## config.mk

```make
export PLATFORM = sky130hd
export DESIGN_NAME = turn_signal_auto_cancel_top
export DESIGN_NICKNAME = d
export VERILOG_FILES = /design/src/rtl/tsac_pkg.sv /design/src/rtl/tsac_cfg_regs.sv /design/src/rtl/tsac_core.sv /design/src/rtl/turn_signal_auto_cancel_top.sv
export SDC_FILE = /design/constraint.sdc
export NUM_CORES = 1
export LEC_CHECK = 0
export BUFFER_PORTS_ARGS = -buffer_cell sky130_fd_sc_hd__buf_2
export CAP_MARGIN = 10
export CORE_ASPECT_RATIO = 0.6
export CORE_UTILIZATION = 50
export DETAILED_ROUTE_END_ITERATION = 12
export PLACE_DENSITY = 0.69
export SYNTH_ARGS = -nofsm -noshare
export SYNTH_HDL_FRONTEND = slang
export SYNTH_SLANG_ARGS = --single-unit
export TNS_END_PERCENT = 20
```

## constraint.sdc

```tcl
create_clock -name clk -period 6.6 [get_ports clk]
set_input_delay 0.33 -clock clk [delete_from_list [all_inputs] [get_ports clk]]
set_output_delay 0.33 -clock clk [all_outputs]
set_load 0.02 [all_outputs]
```

## src/rtl/tsac_pkg.sv

```systemverilog
// shared types, codes and reset values for the turn signal auto-cancel block
`timescale 1ns / 1ps
package tsac_pkg;

  localparam int ThWidth    = 15;
  localparam int HoldWidth  = 20;
  localparam int TimeWidth  = 21;
  localparam int CfgWidth   = 20;
  localparam int CfgIdxWidth = 2;

  // command codes
  localparam logic [1:0] CMD_TICK  = 2'd0;
  localparam logic [1:0] CMD_LEFT  = 2'd1;
  localparam logic [1:0] CMD_RIGHT = 2'd2;

  // stalk positions
  localparam logic [1:0] POS_OFF   = 2'd0;
  localparam logic [1:0] POS_LEFT  = 2'd1;
  localparam logic [1:0] POS_RIGHT = 2'd2;

  // cancel phases
  localparam logic [1:0] PH_INACTIVE = 2'd0;
  localparam logic [1:0] PH_TRAVEL   = 2'd1;
  localparam logic [1:0] PH_RETURN   = 2'd2;

  // configuration register indexes
  localparam logic [CfgIdxWidth-1:0] REG_TRAVEL   = 2'd0;
  localparam logic [CfgIdxWidth-1:0] REG_RETURN   = 2'd1;
  localparam logic [CfgIdxWidth-1:0] REG_OPPOSITE = 2'd2;
  localparam logic [CfgIdxWidth-1:0] REG_HOLD     = 2'd3;

  // reset values, q1.14 levels and microseconds
  localparam logic [ThWidth-1:0]   TRAVEL_RESET   = 15'd5407;
  localparam logic [ThWidth-1:0]   RETURN_RESET   = 15'd819;
  localparam logic [ThWidth-1:0]   OPPOSITE_RESET = 15'd8192;
  localparam logic [HoldWidth-1:0] HOLD_RESET     = 20'd500000;

  typedef struct packed {
    logic [1:0]         command;
    logic signed [15:0] steering;
    logic [15:0]        elapsed_us;
  } in_item_t;

  typedef struct packed {
    logic [1:0] stalk_position;
    logic [1:0] cancel_phase;
    logic       cancelled_now;
  } out_item_t;

  typedef struct packed {
    logic [ThWidth-1:0]   travel_threshold;
    logic [ThWidth-1:0]   return_threshold;
    logic [ThWidth-1:0]   opposite_threshold;
    logic [HoldWidth-1:0] opposite_hold_us;
  } cfg_t;

endpackage

```

## src/rtl/tsac_cfg_regs.sv

```systemverilog
// configuration register file for the auto-cancel thresholds
`timescale 1ns / 1ps
module tsac_cfg_regs
  import tsac_pkg::*;
(
  input  logic                   clk,
  input  logic                   rst,
  input  logic                   cfg_we,
  input  logic [CfgIdxWidth-1:0] cfg_index,
  input  logic [CfgWidth-1:0]    cfg_data,
  output cfg_t                   cfg
);

  always_ff @(posedge clk) begin
    if (rst) begin
      cfg.travel_threshold   <= TRAVEL_RESET;
      cfg.return_threshold   <= RETURN_RESET;
      cfg.opposite_threshold <= OPPOSITE_RESET;
      cfg.opposite_hold_us   <= HOLD_RESET;
    end else if (cfg_we) begin
      unique case (cfg_index)
        REG_TRAVEL:   cfg.travel_threshold   <= cfg_data[ThWidth-1:0];
        REG_RETURN:   cfg.return_threshold   <= cfg_data[ThWidth-1:0];
        REG_OPPOSITE: cfg.opposite_threshold <= cfg_data[ThWidth-1:0];
        REG_HOLD:     cfg.opposite_hold_us   <= cfg_data[HoldWidth-1:0];
        default: ;
      endcase
    end
  end

endmodule

```

## src/rtl/tsac_core.sv

```systemverilog
// stalk and cancel-phase state with its combinational next-state logic
`timescale 1ns / 1ps
module tsac_core
  import tsac_pkg::*;
(
  input  logic      clk,
  input  logic      rst,
  input  logic      advance,
  input  in_item_t  item,
  input  cfg_t      cfg,
  output out_item_t result
);

  logic [1:0]           position_reg, position_next;
  logic [1:0]           phase_reg, phase_next;
  logic [TimeWidth-1:0] wrong_way_time, wrong_way_time_next;

  logic signed [16:0]   active, opp;
  logic [TimeWidth:0]   time_sum;
  logic [TimeWidth-1:0] time_sat;
  logic                 opp_over, expired, cancel;
  logic [1:0]           side, toggled;

  always_comb begin
    active   = (position_reg == POS_LEFT) ? 17'(item.steering) : -17'(item.steering);
    opp      = -active;
    opp_over = opp > $signed({2'b00, cfg.opposite_threshold});
    time_sum = {1'b0, wrong_way_time} + (TimeWidth+1)'(item.elapsed_us);
    time_sat = time_sum[TimeWidth] ? '1 : time_sum[TimeWidth-1:0];
    expired  = opp_over && (time_sat >= {1'b0, cfg.opposite_hold_us});
    side     = (item.command == CMD_LEFT) ? POS_LEFT : POS_RIGHT;
    toggled  = (position_reg == side) ? POS_OFF : side;

    position_next       = position_reg;
    phase_next          = phase_reg;
    wrong_way_time_next = wrong_way_time;
    cancel              = 1'b0;

    unique case (item.command)
      CMD_TICK: begin
        if (position_reg != POS_LEFT && position_reg != POS_RIGHT) begin
          position_next       = POS_OFF;
          phase_next          = PH_INACTIVE;
          wrong_way_time_next = '0;
        end else if (phase_reg == PH_TRAVEL || phase_reg == PH_RETURN) begin
          wrong_way_time_next = opp_over ? time_sat : '0;
          if (phase_reg == PH_TRAVEL) begin
            cancel = expired;
            if (!expired && active > $signed({2'b00, cfg.travel_threshold})) begin
              phase_next          = PH_RETURN;
              wrong_way_time_next = '0;
            end
          end else begin
            cancel = expired || (active < $signed({2'b00, cfg.return_threshold}));
          end
          if (cancel) begin
            position_next       = POS_OFF;
            phase_next          = PH_INACTIVE;
            wrong_way_time_next = '0;
          end
        end else begin
          // first tick after arming from inactive with the stalk on
          phase_next = PH_TRAVEL;
        end
      end
      CMD_LEFT, CMD_RIGHT: begin
        position_next       = toggled;
        wrong_way_time_next = '0;
        phase_next          = (toggled == side) ? PH_TRAVEL : PH_INACTIVE;
      end
      default: ;
    endcase

    result.stalk_position = position_next;
    result.cancel_phase   = phase_next;
    result.cancelled_now  = cancel;
  end

  always_ff @(posedge clk) begin
    if (rst) begin
      position_reg   <= POS_OFF;
      phase_reg      <= PH_INACTIVE;
      wrong_way_time <= '0;
    end else if (advance) begin
      position_reg   <= position_next;
      phase_reg      <= phase_next;
      wrong_way_time <= wrong_way_time_next;
    end
  end

endmodule

```

## src/rtl/turn_signal_auto_cancel_top.sv

```systemverilog
// top level of the turn signal stalk with steering-based auto-cancel
`timescale 1ns / 1ps
// an accepted transaction waits in the input register, and its result then in the result register
// throughput: one transaction per cycle while out_stall is low
// an input register and a result register part the two channels
// reset (rst, synchronous): stalk off, phase inactive, hold timer zero,
//   thresholds back to their defaults, both pipeline slots empty
module turn_signal_auto_cancel_top
  import tsac_pkg::*;
(
  input  logic                   clk,
  input  logic                   rst,
  input  logic                   in_valid,
  output logic                   in_stall,
  input  in_item_t               in_item,
  output logic                   out_valid,
  input  logic                   out_stall,
  output out_item_t              out_item,
  input  logic                   cfg_we,
  input  logic [CfgIdxWidth-1:0] cfg_index,
  input  logic [CfgWidth-1:0]    cfg_data
);

  cfg_t      cfg;
  logic      in_held;       // input register occupied
  in_item_t  in_reg;
  out_item_t result;
  logic      out_free;      // result register can take a new result
  logic      advance;       // held transaction is processed this cycle
  logic      in_take;

  // threshold and hold-time registers
  tsac_cfg_regs u_cfg (
    .clk       (clk),
    .rst       (rst),
    .cfg_we    (cfg_we),
    .cfg_index (cfg_index),
    .cfg_data  (cfg_data),
    .cfg       (cfg)
  );

  // result slot frees up when empty or being drained this cycle
  assign out_free = !out_valid || !out_stall;
  assign advance  = in_held && out_free;
  // input slot takes a new transaction when empty or moving on
  assign in_stall = in_held && !advance;
  assign in_take  = in_valid && !in_stall;

  always_ff @(posedge clk) begin
    if (rst) begin
      in_held <= 1'b0;
    end else if (in_take) begin
      in_held <= 1'b1;
    end else if (advance) begin
      in_held <= 1'b0;
    end
  end

  always_ff @(posedge clk) begin
    if (in_take) begin
      in_reg <= in_item;
    end
  end

  // stalk state and the whole per-transaction update
  tsac_core u_core (
    .clk     (clk),
    .rst     (rst),
    .advance (advance),
    .item    (in_reg),
    .cfg     (cfg),
    .result  (result)
  );

  // result register, holds while stalled
  always_ff @(posedge clk) begin
    if (rst) begin
      out_valid <= 1'b0;
    end else if (out_free) begin
      out_valid <= advance;
    end
  end

  always_ff @(posedge clk) begin
    if (advance) begin
      out_item <= result;
    end
  end

endmodule
```

After elaboration in Yosys (flattened, before gate mapping)
Cells that the tools add are included.
{"block": "word_totals", "register_bits": 131, "in_bits": 61}
{"block": "classes", "addsub": 3, "n_lt_le_gt_ge": 4, "mux": 28, "reduce_logical": 25, "n_eq_ne": 13, "bitwise": 2}
{"op": "$mux W21", "count": 7}
{"op": "$pmux W21 S2", "count": 1}
{"op": "$gt A17 B16 Y1", "count": 2}
{"op": "$add A21 B16 Y22", "count": 1}
{"op": "$ge A21 B20 Y1", "count": 1}
{"op": "$mux W2", "count": 10}
{"op": "$lt A17 B16 Y1", "count": 1}
{"op": "$mux W17", "count": 1}
{"op": "$neg A16 Y17", "count": 1}
{"op": "$neg A17 Y17", "count": 1}
{"op": "$eq A2 B1 Y1 const B", "count": 4}
{"op": "$eq A2 B2 Y1 const B", "count": 4}
{"op": "$pmux W2 S2", "count": 2}
{"op": "$reduce_and A2 Y1", "count": 4}
{"op": "$mux W1", "count": 7}
{"op": "$logic_and A1 B1 Y1", "count": 6}
{"op": "$logic_not A1 Y1", "count": 5}
{"op": "$eq A2 B2 Y1", "count": 2}
{"op": "$logic_not A2 Y1", "count": 2}
{"op": "$reduce_bool A2 Y1", "count": 2}
{"op": "$logic_or A1 B1 Y1", "count": 3}
{"op": "$ne A3 B1 Y1 const B", "count": 1}
{"op": "$reduce_and A3 Y1", "count": 1}
{"op": "$reduce_or A3 Y1", "count": 1}
{"op": "4 further kinds", "count": 5}

Depth between registers and ports, before layout
{"block": "depth", "depth_word": 14, "mapped_depth": 22, "depth_no_buf": 21}

Hierarchy
From an unflattened synthesis, not the netlist that was laid out.
{"block": "unflattened", "hier_cells": 956, "area_unflattened_um2": 8750.9}
{"mod": "tsac_core", "cells_per_inst": 656, "instances": 1, "seq_area_each_um2": 500.5, "area_each_um2": 4867.2}
{"mod": "tsac_cfg_regs", "cells_per_inst": 251, "instances": 1, "seq_area_each_um2": 1301.2, "area_each_um2": 2626.3}
{"mod": "turn_signal_auto_cancel_top", "cells_per_inst": 49, "instances": 1, "seq_area_each_um2": 1211.2, "area_each_um2": 1257.5}

Worst setup path after synthesis
No wires, ideal clock.
{"block": "synth_path", "path_kind": "register -> register", "from": "register in_reg[0] (netlist name)", "to": "register out_item[3] (netlist name) (data pin)", "path_slack_ns": 1.918, "arrival_ns": 4.530, "synth_period_minus_slack_ns": 4.682, "path_stages_with_launch": 22, "path_cell_list": "edfxtp_1 ha_1 fa_1 a21oi_1 o221ai_1 a22oi_1 o21ai_0 a21o_1 a21oi_1 xnor2_1 nor2_1 inv_1 ha_1 and4_1 a221o_1 a221oi_1 o2111ai_1 or4_1 or4b_1 buf_4 nand3_4 a31oi_1"}
{"element": "from (decl)", "line_no": "turn_signal_auto_cancel_top.sv:26", "rtl": "in_item_t in_reg;"}
{"element": "from (signal assigned)", "line_no": "turn_signal_auto_cancel_top.sv:61", "rtl": "in_reg <= in_item;"}
{"element": "to (signal assigned)", "line_no": "turn_signal_auto_cancel_top.sv:86", "rtl": "out_item <= result;"}
{"element": "to (decl)", "line_no": "turn_signal_auto_cancel_top.sv:18", "rtl": "output out_item_t out_item,"}

==> results.cfg <==
[run_status]
status = completed

[floorplanning]
initial_utilization_pct = 52.4
rows = 35
io_pins = 68
fp.dieH_um = 101
core_area_um2 = 15700
dieArea_um2 = 17000
die_x_um = 167

[setup_path]
cp.arrival_ps = 5760
end_kind = flop
critPathLaunch = in_reg[0]
crit_path_cell_trace = ha_1 -> fa_1 -> a21oi_1 -> o221ai_1 -> a22oi_1 -> o21ai_0 -> a21o_1 -> a21oi_1 -> xnor2_1 -> nor2_1 -> inv_1 -> ha_1 -> and4_1 -> a221o_1 -> a221oi_1 -> o2111ai_1 -> or4_1 -> or4b_1 -> nand3_4 -> a31oi_1
slowest_delay_ps = 490
path_delay_family = compound AO/OA/AOI/OAI gates
slowest_stage = or4_1
cp_max_fo = 6
crit_type = reg2reg
path_buf_inv = 1
cp.depth = 20
r2r_start = in_reg[0]
start_kind = flop
required_ps = 6860
rr_worst_depth = 20

[placement]
dp_slack_ps = 1220
placed_area_um2 = 8710
routabilityCongestion = 0.907
place_hpwl_mm = 14.9
io_buffers = 67

[timing]
fin_tns_setup_ps = 0
finalHoldViolations = 0
layout_min_cycle_time_ps = 5500
fmax_mhz = 182
skew_ps = 9.49
rsz0062_at_grt = false
max_slew_margin_pct = 21.0
worst_slack_ps = 1100
setup-violations-final = 0
final_max_slew_viol_count = 0
tightest_slew_ps = 1180
finalCritPeriodShare_pct = 83.3

[global_routing]
grt_max_degree = 51
grt_usage_pct = 24.9
gr-total-overflow = 0
grt_antenna_before_repair = 0
grt_pass1_vias = 6347
grt_pass1_wl_mm = 33.1

[detailed_routing]
drt_iter0_drc = 529
final_antenna_net_count = 0
totalWireLength_mm = 20.2
avgViaCountPerCell = 5.62
route.detailed.drc = 0
vias = 7044
first_pass_iters = 5
wl_per_cell_um = 16.1

[finish]
diodes = 0
largest_register_ffs = 65
nNetsFinal = 1183
final_area_um2 = 9310
area_growth_syn_to_layout_pct = 13.3
drive_gt1_share_pct = 13.1

[cts]
clockBufferDepth = 2
htreeDepth = 4
cts.sinks = 131
numCtsBuffers = 17
clk_pin_slew_ps = 60
hold_buffers = 0
cts_root_buffer = clkbuf_16
ctsResizeCount = 0
cts_setup_buffers = 0
clkLatencyLatePin_ps = 410
tritoncts = built

[logic_synthesis]
yosys_warnings = 0
syn_area_per_cell_um2 = 8.38
ys_ff_latch = 131
ys_seq_area_share_pct = 36.7
synth-main-ff-cell = dfxtp_1
synth_nets = 1126
ys_types = 74
synth-edff-count = 39
syn_inst = 980
ys_async_sr_fraction_pct = 0
syn_area_um2 = 8210

[power]
ir_drop_uv = 147
power_density_nw_per_um2 = 227
leakage_nw = 3.84

[worst_hold_path]
worstHoldStart = in_item[0]
min_path_type = in2reg
holdPathStages = 1

[flow_run]
cap_viol_max_count = 0
## synth_stat cells, types with 4 or more instances
master / count / share of area [%]
a221oi_1: 4 / 0.43
o21a_1: 7 / 0.64
o21ai_2: 10 / 1.1
a21oi_1: 93 / 5.7
edfxtp_1: 39 / 14
o21ai_1: 14 / 0.85
or2_2: 5 / 0.38
a21o_1: 6 / 0.55
a211oi_1: 10 / 0.91
xor2_1: 9 / 0.96
nor2_1: 53 / 2.4
nor3_1: 10 / 0.61
ha_1: 84 / 13
a31oi_1: 8 / 0.61
and3_1: 10 / 0.76
nand3_1: 27 / 1.6
xnor2_1: 30 / 3.2
o21ai_0: 16 / 0.98
nand4_1: 11 / 0.84
o211ai_1: 24 / 2.2
nand2_1: 175 / 8.0
inv_1: 102 / 4.7
buf_1: 4 / 0.18
nor4_1: 8 / 0.61
clkbuf_1: 24 / 1.1
buf_2: 5 / 0.30
nor2b_1: 13 / 0.99
dfxtp_1: 92 / 22
nand2b_1: 6 / 0.46
## cell type report
class	instances	area (um^2)
repair buffers	74	388
flip-flops and latches	131	3010
inverters	104	390
clock buffers	19	433
clock inverters	13	158
fillers	1411	6370
multi-input cells	709	4670
well taps	203	254
## cells by family (layout without fill, tap and decap cells)
family	Yosys count	in the layout	share of synthesized area, %
compound gates	225	225	17.7
fa+ha+maj	86	86	13.2
mux	3	3	0.381
flops	131	131	36.7
xor+xnor	40	40	4.36
buf+inv	140	210	6.61
simple gates	355	355	21.1
## worst paths after layout
check,endpoint,slack (ps)
setup / recovery,out_item[3],1100
hold / removal,in_reg[0],90
setup reg to reg,out_item[3],1100
hold reg to reg,u_core.wrong_way_time[5],450
## metrics by stage
step | hold WS [ps] | power [mW] | util, % | cells
floorplan | 429 | 1.09 | - | 980
global placement | 441 | 1.17 | 55.6 | 1221
detailed placement | 446 | 1.17 | 55.6 | 1221
CTS | 70.3 | 2.13 | 59.4 | 1253
global route | 65.9 | 2.20 | 59.4 | 1253
finish | 85.4 | 2.11 | 59.4 | 1253
## per-layer routing
metal	GRT usage, %	routed length [um]	vias to the layer above
li1	-	-	3557
met1	39.5	11000	3261
met2	33.7	7710	214
met3	5.16	1360	12
met4	5.79	123	0
met5	0	0	-
## cells in the final DEF, fill, tap and decap left out, drive strengths merged, types with 3 or more instances in the layout
master,netlist,routed
a221oi,5,5
or3,3,3
buf,12,74
a211oi,10,10
nor3,10,10
nor3b,3,3
a41oi,3,3
bufinv,0,3
a31oi,8,8
or4b,4,4
or4,4,4
nand4,11,11
or3b,4,4
nor4,13,13
o31ai,3,3
nand3,28,28
ha,84,84
inv,103,105
a21oi,94,94
xor2,9,9
nor2b,13,13
and2,3,3
dfxtp,92,92
or2,8,8
nor2,53,53
o21a,7,7
and3,10,10
o41ai,5,5
and4,3,3
o211ai,24,24
clkinv,1,7
nand2,175,175
xnor2,31,31
o21ai,40,40
o221ai,3,3
a22oi,4,4
clkbuf,24,19
a21o,6,6
nand2b,6,6
edfxtp,39,39
## power by group
group	internal (mW)	switching, mW
sequential	0.862	0.0217
clock	0.593	0.360
combinational	0.108	0.170
Note: power is estimated with default switching activity, not from simulation.
